## src/hw/rtl/cfw_pkg.sv

```systemverilog
// shared types and constants of the circular fifo with search
`timescale 1ns / 1ps

package cfw_pkg;

  // configuration register
  localparam int unsigned CAP_W        = 7;
  localparam logic        REG_CAPACITY = 1'b0;

  // operation codes
  typedef enum logic [1:0] {
    FUNC_ENQ  = 2'd0,
    FUNC_DEQ  = 2'd1,
    FUNC_SRCH = 2'd2
  } func_e;

  // result status codes
  typedef enum logic [1:0] {
    ST_OK    = 2'd0,
    ST_FULL  = 2'd1,
    ST_EMPTY = 2'd2
  } status_e;

  typedef struct packed {
    logic        [1:0]  func;
    logic signed [31:0] value;
  } req_t;

  typedef struct packed {
    logic        [1:0]  status;
    logic               found;
    logic        [5:0]  position;
    logic signed [31:0] head_value;
    logic signed [31:0] tail_value;
    logic        [6:0]  count;
  } rsp_t;

  // controller to datapath
  typedef struct packed {
    logic load;
    logic exec;
    logic scan_run;
    logic respond;
  } dp_cmd_t;

  // datapath to controller
  typedef struct packed {
    logic is_search;
    logic scan_done;
  } dp_sts_t;

endpackage

```

## src/hw/rtl/cfw_ram.sv

```systemverilog
// generic ram, one write port and two registered read ports
`timescale 1ns / 1ps

module cfw_ram #(
  parameter int unsigned WIDTH = 32,
  parameter int unsigned DEPTH = 64
) (
  input  logic                     clk_i,
  input  logic                     we_i,
  input  logic [$clog2(DEPTH)-1:0] waddr_i,
  input  logic [WIDTH-1:0]         wdata_i,
  input  logic [$clog2(DEPTH)-1:0] raddr_a_i,
  output logic [WIDTH-1:0]         rdata_a_o,
  input  logic [$clog2(DEPTH)-1:0] raddr_b_i,
  output logic [WIDTH-1:0]         rdata_b_o
);

  logic [WIDTH-1:0] mem_q [DEPTH];

  always_ff @(posedge clk_i) begin
    if (we_i) begin
      mem_q[waddr_i] <= wdata_i;
    end
    rdata_a_o <= mem_q[raddr_a_i];
    rdata_b_o <= mem_q[raddr_b_i];
  end

endmodule

```

## src/hw/rtl/cfw_ctrl.sv

```systemverilog
// operation sequencer of the circular fifo with search
`timescale 1ns / 1ps

module cfw_ctrl (
  input  logic              clk_i,
  input  logic              rst_ni,
  input  logic              start_i,
  output logic              busy_o,
  output cfw_pkg::dp_cmd_t  cmd_o,
  input  cfw_pkg::dp_sts_t  sts_i
);

  import cfw_pkg::*;

  typedef enum logic [4:0] {
    S_IDLE  = 5'b00001,
    S_EXEC  = 5'b00010,
    S_SCAN  = 5'b00100,
    S_FETCH = 5'b01000,
    S_RESP  = 5'b10000
  } state_e;

  state_e state_q, state_d;

  always_comb begin
    state_d = state_q;
    cmd_o   = '0;
    unique case (state_q)
      S_IDLE: begin
        if (start_i) begin
          cmd_o.load = 1'b1;
          state_d    = S_EXEC;
        end
      end
      S_EXEC: begin
        cmd_o.exec = 1'b1;
        state_d    = sts_i.is_search ? S_SCAN : S_FETCH;
      end
      S_SCAN: begin
        cmd_o.scan_run = 1'b1;
        if (sts_i.scan_done) begin
          state_d = S_FETCH;
        end
      end
      S_FETCH: begin
        state_d = S_RESP;
      end
      S_RESP: begin
        cmd_o.respond = 1'b1;
        state_d       = S_IDLE;
      end
      default: begin
        state_d = S_IDLE;
      end
    endcase
  end

  always_ff @(posedge clk_i or negedge rst_ni) begin
    if (!rst_ni) begin
      state_q <= S_IDLE;
    end else begin
      state_q <= state_d;
    end
  end

  assign busy_o = (state_q != S_IDLE);

endmodule

```

## src/hw/rtl/cfw_dp.sv

```systemverilog
// pointers, counters, search scan and result register
`timescale 1ns / 1ps

module cfw_dp #(
  parameter int unsigned DEPTH  = 64,
  parameter int unsigned DATA_W = 32
) (
  input  logic                         clk_i,
  input  logic                         rst_ni,
  input  cfw_pkg::req_t                req_i,
  input  cfw_pkg::dp_cmd_t             cmd_i,
  output cfw_pkg::dp_sts_t             sts_o,
  input  logic                         cfg_wr_i,
  input  logic [cfw_pkg::CAP_W-1:0]    cfg_cap_i,
  input  logic [cfw_pkg::CAP_W-1:0]    cap_i,
  output logic                         mem_we_o,
  output logic [$clog2(DEPTH)-1:0]     mem_waddr_o,
  output logic [DATA_W-1:0]            mem_wdata_o,
  output logic [$clog2(DEPTH)-1:0]     mem_raddr_a_o,
  input  logic [DATA_W-1:0]            mem_rdata_a_i,
  output logic [$clog2(DEPTH)-1:0]     mem_raddr_b_o,
  input  logic [DATA_W-1:0]            mem_rdata_b_i,
  output logic                         done_o,
  output cfw_pkg::rsp_t                rsp_o
);

  import cfw_pkg::*;

  localparam int unsigned AW      = $clog2(DEPTH);
  localparam int unsigned CW      = $clog2(DEPTH + 1);
  localparam int unsigned VW      = (DATA_W < 32) ? DATA_W : 32;
  localparam int unsigned CAP_MAX = (1 << CAP_W) - 1;
  localparam logic [CAP_W-1:0] CAP_RST = CAP_W'((DEPTH > CAP_MAX) ? CAP_MAX : DEPTH);

  function automatic logic [CW-1:0] eff_cap(input logic [CAP_W-1:0] c);
    logic [CW-1:0] r;
    if (c == '0) begin
      r = CW'(1);
    end else if (32'(c) > 32'(DEPTH)) begin
      r = CW'(DEPTH);
    end else begin
      r = CW'(c);
    end
    return r;
  endfunction

  function automatic logic [AW-1:0] advance(input logic [AW-1:0] idx,
                                            input logic [CW-1:0] cap);
    logic [AW:0] n;
    n = {1'b0, idx} + (AW + 1)'(1);
    return (n >= (AW + 1)'(cap)) ? '0 : n[AW-1:0];
  endfunction

  function automatic logic [31:0] to_field(input logic [DATA_W-1:0] d);
    logic [31:0] r;
    r         = '0;
    r[VW-1:0] = d[VW-1:0];
    return r;
  endfunction

  logic [1:0]        op_q, op_d;
  logic [DATA_W-1:0] key_q, key_d, key_in;
  logic [AW-1:0]     head_q, head_d, tail_q, tail_d, tail_nx;
  logic [CW-1:0]     count_q, count_d, cap_eff;
  status_e           status_q, status_d;
  logic              found_q, found_d;
  logic [AW-1:0]     pos_q, pos_d;
  logic [AW-1:0]     scan_idx_q, scan_idx_d, cmp_idx_q, cmp_idx_d;
  logic [CW-1:0]     left_q, left_d;
  logic              cmp_valid_q, cmp_valid_d;
  logic              hit, full, enq_ok;
  rsp_t              rsp_q, rsp_d;
  logic              done_q, done_d;

  always_comb begin
    key_in         = '0;
    key_in[VW-1:0] = req_i.value[VW-1:0];
  end

  assign cap_eff = eff_cap(cap_i);
  assign tail_nx = advance(tail_q, cap_eff);
  assign full    = (count_q >= cap_eff);
  assign enq_ok  = (op_q == FUNC_ENQ) && !full;
  assign hit     = cmp_valid_q && (mem_rdata_a_i == key_q);

  assign sts_o.is_search = (op_q == FUNC_SRCH);
  assign sts_o.scan_done = hit || (!cmp_valid_q && (left_q == '0));

  // single write port: new tail slot on enqueue
  assign mem_we_o      = cmd_i.exec && enq_ok;
  assign mem_waddr_o   = tail_nx;
  assign mem_wdata_o   = key_q;
  assign mem_raddr_a_o = cmd_i.scan_run ? scan_idx_q : head_q;
  assign mem_raddr_b_o = tail_q;

  always_comb begin
    op_d        = op_q;
    key_d       = key_q;
    head_d      = head_q;
    tail_d      = tail_q;
    count_d     = count_q;
    status_d    = status_q;
    found_d     = found_q;
    pos_d       = pos_q;
    scan_idx_d  = scan_idx_q;
    cmp_idx_d   = cmp_idx_q;
    left_d      = left_q;
    cmp_valid_d = cmp_valid_q;
    rsp_d       = rsp_q;
    done_d      = 1'b0;

    // capacity write empties the queue
    if (cfg_wr_i) begin
      head_d  = '0;
      tail_d  = AW'(eff_cap(cfg_cap_i) - CW'(1));
      count_d = '0;
    end

    if (cmd_i.load) begin
      op_d  = req_i.func;
      key_d = key_in;
    end

    if (cmd_i.exec) begin
      status_d = ST_OK;
      found_d  = 1'b0;
      pos_d    = '0;
      case (op_q)
        FUNC_ENQ: begin
          if (full) begin
            status_d = ST_FULL;
          end else begin
            tail_d  = tail_nx;
            count_d = count_q + CW'(1);
          end
        end
        FUNC_DEQ: begin
          if (count_q == '0) begin
            status_d = ST_EMPTY;
          end else begin
            head_d  = advance(head_q, cap_eff);
            count_d = count_q - CW'(1);
          end
        end
        FUNC_SRCH: begin
          scan_idx_d  = head_q;
          left_d      = count_q;
          cmp_valid_d = 1'b0;
        end
        default: begin
        end
      endcase
    end

    // read issued one cycle, compared the next
    if (cmd_i.scan_run) begin
      if (hit) begin
        found_d = 1'b1;
        pos_d   = cmp_idx_q;
      end
      if (left_q != '0) begin
        cmp_valid_d = 1'b1;
        cmp_idx_d   = scan_idx_q;
        scan_idx_d  = advance(scan_idx_q, cap_eff);
        left_d      = left_q - CW'(1);
      end else begin
        cmp_valid_d = 1'b0;
      end
    end

    if (cmd_i.respond) begin
      rsp_d.status     = status_q;
      rsp_d.found      = found_q;
      rsp_d.position   = 6'(pos_q);
      rsp_d.head_value = (count_q != '0) ? to_field(mem_rdata_a_i) : '0;
      rsp_d.tail_value = (count_q != '0) ? to_field(mem_rdata_b_i) : '0;
      rsp_d.count      = 7'(count_q);
      done_d           = 1'b1;
    end
  end

  always_ff @(posedge clk_i or negedge rst_ni) begin
    if (!rst_ni) begin
      op_q        <= '0;
      head_q      <= '0;
      tail_q      <= AW'(eff_cap(CAP_RST) - CW'(1));
      count_q     <= '0;
      status_q    <= ST_OK;
      found_q     <= 1'b0;
      left_q      <= '0;
      cmp_valid_q <= 1'b0;
      done_q      <= 1'b0;
    end else begin
      op_q        <= op_d;
      head_q      <= head_d;
      tail_q      <= tail_d;
      count_q     <= count_d;
      status_q    <= status_d;
      found_q     <= found_d;
      left_q      <= left_d;
      cmp_valid_q <= cmp_valid_d;
      done_q      <= done_d;
    end
  end

  always_ff @(posedge clk_i) begin
    key_q      <= key_d;
    pos_q      <= pos_d;
    scan_idx_q <= scan_idx_d;
    cmp_idx_q  <= cmp_idx_d;
    rsp_q      <= rsp_d;
  end

  assign done_o = done_q;
  assign rsp_o  = rsp_q;

  a_count_bound: assert property (@(posedge clk_i) disable iff (!rst_ni)
    count_q <= cap_eff)
    else $error("entry count above capacity");

  a_enq_count: assert property (@(posedge clk_i) disable iff (!rst_ni)
    (cmd_i.exec && enq_ok && !cfg_wr_i) |=> count_q == $past(count_q) + CW'(1))
    else $error("enqueue did not grow the count");

  a_done_after_resp: assert property (@(posedge clk_i) disable iff (!rst_ni)
    done_q |-> $past(cmd_i.respond))
    else $error("result strobe without response step");

  a_found_search: assert property (@(posedge clk_i) disable iff (!rst_ni)
    (cmd_i.respond && found_q) |-> (op_q == FUNC_SRCH) && (status_q == ST_OK))
    else $error("hit reported for a non-search operation");

endmodule

```

## src/hw/rtl/circular_fifo_with_search_top.sv

```systemverilog
// top level of the circular fifo with search and its capacity register
`timescale 1ns / 1ps

// channel   | signals                                  | transaction
// ----------+------------------------------------------+-------------------------------------
// request   | start, busy, req_i (func, value)         | taken when start high and busy low
// result    | done_o, rsp_o (status .. count)          | one cycle on done_o, always taken
// config    | psel, penable, pwrite, paddr, pwdata,    | capacity at byte address 0,
//           | prdata, pready                           | written in the apb access cycle
//
// enqueue, dequeue and unknown ops: accept, exec, fetch and respond steps, then the result strobe;
// next request can be taken at the edge that ends the strobe cycle
// search: accept, exec, scan steps until a match or until every stored entry is compared,
// then fetch, respond and the result strobe; the scan reads one slot a cycle
// through a single ram read port, stopping at the first match
// reset empties the queue and clears the count, capacity returns to DEPTH capped at the register maximum;
// slots are not cleared; the result side has no backpressure, so nothing ever stalls inside the block

module circular_fifo_with_search_top #(
  parameter int unsigned DEPTH  = 64,
  parameter int unsigned DATA_W = 32
) (
  input  logic           clk_i,
  input  logic           rst_ni,
  // request
  input  logic           start,
  output logic           busy,
  input  cfw_pkg::req_t  req_i,
  // result
  output logic           done_o,
  output cfw_pkg::rsp_t  rsp_o,
  // apb configuration
  input  logic           psel,
  input  logic           penable,
  input  logic           pwrite,
  input  logic [2:0]     paddr,
  input  logic [31:0]    pwdata,
  output logic [31:0]    prdata,
  output logic           pready
);

  import cfw_pkg::*;

  localparam int unsigned AW      = $clog2(DEPTH);
  localparam int unsigned CAP_MAX = (1 << CAP_W) - 1;
  // capacity resets to the full depth, limited by the register width
  localparam logic [CAP_W-1:0] CAP_RST = CAP_W'((DEPTH > CAP_MAX) ? CAP_MAX : DEPTH);

  logic [CAP_W-1:0]  cap_q, cap_d;
  logic              cfg_wr;
  dp_cmd_t           cmd;
  dp_sts_t           sts;
  logic              mem_we;
  logic [AW-1:0]     mem_waddr, mem_raddr_a, mem_raddr_b;
  logic [DATA_W-1:0] mem_wdata, mem_rdata_a, mem_rdata_b;

  // apb: zero wait states, register index from the word address
  assign pready = 1'b1;
  assign cfg_wr = psel && penable && pwrite && pready && (paddr[2] == REG_CAPACITY);
  assign cap_d  = cfg_wr ? pwdata[CAP_W-1:0] : cap_q;
  assign prdata = (paddr[2] == REG_CAPACITY) ? {{(32 - CAP_W){1'b0}}, cap_q} : '0;

  always_ff @(posedge clk_i or negedge rst_ni) begin
    if (!rst_ni) begin
      cap_q <= CAP_RST;
    end else begin
      cap_q <= cap_d;
    end
  end

  // sequencer: accept, execute, optional scan, slot fetch, respond
  cfw_ctrl u_ctrl (
    .clk_i   (clk_i),
    .rst_ni  (rst_ni),
    .start_i (start),
    .busy_o  (busy),
    .cmd_o   (cmd),
    .sts_i   (sts)
  );

  // head/tail pointers, count, scan pipeline and result register
  cfw_dp #(
    .DEPTH  (DEPTH),
    .DATA_W (DATA_W)
  ) u_dp (
    .clk_i         (clk_i),
    .rst_ni        (rst_ni),
    .req_i         (req_i),
    .cmd_i         (cmd),
    .sts_o         (sts),
    .cfg_wr_i      (cfg_wr),
    .cfg_cap_i     (pwdata[CAP_W-1:0]),
    .cap_i         (cap_q),
    .mem_we_o      (mem_we),
    .mem_waddr_o   (mem_waddr),
    .mem_wdata_o   (mem_wdata),
    .mem_raddr_a_o (mem_raddr_a),
    .mem_rdata_a_i (mem_rdata_a),
    .mem_raddr_b_o (mem_raddr_b),
    .mem_rdata_b_i (mem_rdata_b),
    .done_o        (done_o),
    .rsp_o         (rsp_o)
  );

  // slot storage; port a serves scan and head, port b the tail
  cfw_ram #(
    .WIDTH (DATA_W),
    .DEPTH (DEPTH)
  ) u_slots (
    .clk_i     (clk_i),
    .we_i      (mem_we),
    .waddr_i   (mem_waddr),
    .wdata_i   (mem_wdata),
    .raddr_a_i (mem_raddr_a),
    .rdata_a_o (mem_rdata_a),
    .raddr_b_i (mem_raddr_b),
    .rdata_b_o (mem_rdata_b)
  );

endmodule
```

## config.mk

```make
export PLATFORM = sky130hd
export DESIGN_NAME = circular_fifo_with_search_top
export DESIGN_NICKNAME = d
export VERILOG_FILES = /design/src/hw/rtl/cfw_pkg.sv /design/src/hw/rtl/cfw_ram.sv /design/src/hw/rtl/cfw_ctrl.sv /design/src/hw/rtl/cfw_dp.sv /design/src/hw/rtl/circular_fifo_with_search_top.sv
export SDC_FILE = /design/constraint.sdc
export NUM_CORES = 2
export LEC_CHECK = 0
export BUFFER_PORTS_ARGS = -buffer_cell sky130_fd_sc_hd__buf_2
export CORE_MARGIN = 3
export CORE_UTILIZATION = 55
export CTS_CLUSTER_DIAMETER = 150
export CTS_CLUSTER_SIZE = 14
export DETAILED_ROUTE_END_ITERATION = 12
export PLACE_DENSITY = 0.82
export SETUP_SLACK_MARGIN = 0.5
export SLEW_MARGIN = 20
export SYNTH_ARGS = -nofsm -noshare
export SYNTH_HDL_FRONTEND = slang
export SYNTH_HIERARCHICAL = 1
export SYNTH_SLANG_ARGS = --single-unit
export TNS_END_PERCENT = 10
```

## constraint.sdc

```tcl
create_clock -name clk_i -period 6.25 [get_ports clk_i]
set_input_delay 1.25 -clock clk_i [delete_from_list [all_inputs] [get_ports clk_i]]
set_output_delay 1.25 -clock clk_i [all_outputs]
set_load 0.05 [all_outputs]
```

==> flow_summary.toml <==
[floorplan]
die_h_um = 441
die_area_mm2 = 0.195
die_x_um = 441
rows = 159
coreArea_mm2 = 0.188
initial_core_util_pct = 55.4
boundaryPins = 190

[cts]
clock_sinks = 2287
cts_resized = 0
clock_path_buffers = 3
htreeDepth = 4
insertion_delay_ps = 840
root_buffer = "clkbuf_16"
cts_tree = "done"
cts_buffers = 181
cts_hold_buf = 0
post_cts.repair.setup_buffers = 0
path_clk_slew_ps = 70

[worst_setup_path]
crit_type = "register to register"
worstPathRequired_ps = 6700
crit_buf_inv = 2
cpMaxStageDelayCell = "nor2_4"
r2r-start = "u_dp/mem_raddr_b_o[1]$_DFF_PN1_"
max_stage_delay_ps = 890
cp_max_fo = 21
cpLargestDelayFamily = "simple AND/OR/NAND/NOR gates"
start_kind = "register"
rrSetupSlack_ps = 680
rr_worst_depth = 13
reg2reg_to = "u_slots/mem_q[3][8]$_DFFE_PP_"
cp_cell_sequence = "ha_1, xor2_1, ha_1, a21oi_1, o21ai_0, a31oi_1, o21ai_0, buf_4, nor2_1, nor2b_1, nand3_1, nor2_4, buf_4"
critPathArrivalTime_ps = 6020
end_kind = "register"

[pwr]
p_comb_share_pct = 39.6
ir_worst_vdd_uv = 417
p_leak_nw = 35.3
clockPowerShare_pct = 22.0
power_density_mw_per_mm2 = 430
switchingPower_mw = 17.2
p_int_mw = 31.9
switching_share_pct = 35.0
finalPower_mw = 49.1
pwr-share-seq_pct = 38.3

[sta]
worst_pin_slew_ps = 1240
fin_ws_ps = 681
fin_crit_ps = 5570
final.setup.tns_ps = 0
hold_viol = 0
clock_skew_ps = 36.2
setup_viol = 0
max_freq_ghz = 0.180
rsz0062_at_grt = "false"
final_max_slew_viol_count = 0
maxSlewHeadroom_pct = 17.0
period_share_pct = 89.1

[finish]
finalNetCount = 5399
areaGrowthSynthToFinish_pct = 9.43
drive_above_1_share_pct = 34.1

[yosys]
netlist_instances = 5128
synth-edff-count = 2166
ys_top_cells_by_area = "edfxtp_1 (62%), mux4_2 (24%), mux2i_1 (2.0%)"
async_flop_share_pct = 1.97
netlist_area_mm2 = 0.104
syn_avg_cell_area_um2 = 20.3
yosys.area.top_type = "edfxtp_1"
synthFlopType = "edfxtp_1"
netlist.area_leader.share_pct = 62.4
synth-seq-area-share_pct = 64.9
yosysWarnings = 6
synth-seq-cells = 2287
yosysMostFrequentCell = "edfxtp_1"
synth_cell_types = 73
synth_common_cells = "edfxtp_1 (2166), mux4_2 (1124), mux2i_1 (210)"

[hold_path]
hp-class = "register to register"
min_path_cells = 0
worstHoldStart = "u_dp/pos_q[2]$_DFF_P_"
whs_endpoint = "u_dp/rsp_o[73]$_DFFE_PP_"

[placed_design]
numPortBuffers = 136
dp_slack_ps = 986
dpl.hpwl_um = 180000
place.gp.congestion = 0.888

[route]
totalWireLength_um = 308000
drc_errors = 0
highest_layer = "met5"
vias = 59800
wl_met2_um = 141000
antenna_left = 0
drtPass1Iterations = 6
wl_per_cell_um = 39.0
drt_iter0_drc = 10500
wl_met1_um = 98300
met3WireLength_um = 52800
via_per_inst = 7.56

[global_routing]
grt_max_degree = 136
overflow = 0
grt_first_pass_wirelength_um = 437000
antenna_found_initial = 16
grt_use_total_pct = 31.9
first_global_vias = 59700

[run_status]
status = "complete, no violations"

[run]
maxCapViolCount = 0
## metal layers
| layer | vias to the layer above | track usage (%) |
|---|---|---|
| li1 | 22300 | - |
| met3 | 1037 | 12.4 |
| met5 | - | 0.298 |
| met4 | 14 | 13.8 |
| met2 | 5608 | 47.7 |
| met1 | 30800 | 42.0 |
## registers in the layout, indices dropped and copies added, names as in the netlist
| signal | count |
|---|---|
| u_dp/mem_wdata_o | 32 |
| u_dp/scan_idx_q | 6 |
| u_dp/found_q | 1 |
| u_dp/cmp_idx_q | 6 |
| u_dp/count_q | 7 |
| u_slots/mem_q | 2048 |
| u_dp/status_q | 2 |
| u_dp/cmp_valid_q | 1 |
| u_slots/rdata_a_o | 32 |
| u_dp/done_o | 1 |
| u_dp/head_q | 6 |
| u_dp/op_q | 2 |
| u_dp/left_q | 7 |
| u_dp/mem_raddr_b_o | 6 |
| cap_q | 7 |
| u_ctrl/state_q | 5 |
| u_dp/pos_q | 6 |
| u_dp/rsp_o | 80 |
| u_slots/rdata_b_o | 32 |
## cell families after synthesis
group	count (synthesis)	share of synthesized area, %
AOI/OAI and AO/OA	436	2.83
muxes	1392	26.9
and+or+nand+nor	505	2.46
xor gates and xnor gates	50	0.420
other	2	0.00720
adders and majority gates	35	0.420
buffers and inverters	421	2.05
DFF	2287	64.9
## power groups by stage
stage | registers, mW | clock network [mW] | logic (mW)
floorplan | 19.1 | 0 | 13.0
global placement | 19.1 | 0 | 18.5
detailed placement | 19.1 | 0 | 18.8
CTS | 18.8 | 10.9 | 19.0
global route | 18.8 | 11.4 | 20.2
finish | 18.8 | 10.8 | 19.5
## cell type report
type,count,area [um2]
fillers,12400,74100
diodes,3,7.51
flip-flops and latches,2287,67700
repair buffers,352,2870
clock inverters,9,111
inverters,23,86.3
clock buffers,290,5090
multi-input cells,2444,35100
well taps,2495,3120
## cells in the final DEF (no fill, tap or decap), types with 9 or more instances in the layout
cell type / count
mux2_2: 53
nor3_1: 15
buf_4: 171
a21oi_1: 73
mux2i_1: 210
o22ai_1: 61
a22oi_1: 87
nand2b_1: 25
o21ai_1: 33
xnor2_1: 14
edfxtp_1: 2166
dfxtp_1: 76
a221oi_1: 13
o211ai_1: 32
nor2_4: 63
conb_1: 26
a211oi_1: 19
o21ai_0: 39
nor2b_1: 28
ha_1: 35
a21o_1: 10
clkbuf_1: 102
xor2_1: 36
a32oi_1: 13
and3_1: 10
dfrtp_1: 37
buf_12: 45
nand3_1: 28
o32a_1: 9
buf_2: 136
nor2_1: 58
nand2_1: 138
o221ai_1: 18
inv_1: 22
mux4_2: 1124
and2_1: 71
clkbuf_16: 188
## worst max path at each step
stage | startpoint | endpoint | slack [ps] | depth (start not counted)
5_1_grt | u_dp/mem_raddr_b_o[1]$_DFF_PN1_ | u_slots/mem_q[51][25]$_DFFE_PP_ | 590 | 14
2_1_floorplan | u_dp/mem_raddr_b_o[0]$_DFF_PN1_ | u_slots/mem_q[49][0]$_DFFE_PP_ | 900 | 13
3_5_place_dp | u_dp/mem_raddr_b_o[1]$_DFF_PN1_ | u_slots/mem_q[3][3]$_DFFE_PP_ | 990 | 14
4_1_cts | u_dp/mem_raddr_b_o[1]$_DFF_PN1_ | u_slots/mem_q[3][8]$_DFFE_PP_ | 880 | 13
6_report | u_dp/mem_raddr_b_o[1]$_DFF_PN1_ | u_slots/mem_q[3][8]$_DFFE_PP_ | 680 | 13
3_3_place_gp | u_dp/mem_raddr_b_o[1]$_DFF_PN1_ | u_slots/mem_q[2][4]$_DFFE_PP_ | 920 | 14
## per-stage QoR
step	util (%)	hold slack [ps]	cell area [um2]	instances
after floorplan	-	401	104000	5152
after global placement	57.9	422	109000	7601
after detailed placement	57.9	436	109000	7601
after CTS	60.6	448	114000	7900
after global routing	60.6	470	114000	7901
final	60.6	460	114000	7903
## worst reg2reg max path, stage by stage, from the launching register on
cell and delay [ps]:
dfstp_4 870, ha_1 330, xor2_1 320, ha_1 320
a21oi_1 160, o21ai_0 100, a31oi_1 160, o21ai_0 90
buf_4 200, nor2_1 550, nor2b_1 280, nand3_1 290
nor2_4 900, buf_4 590
Power figures use the tool's default switching activity.
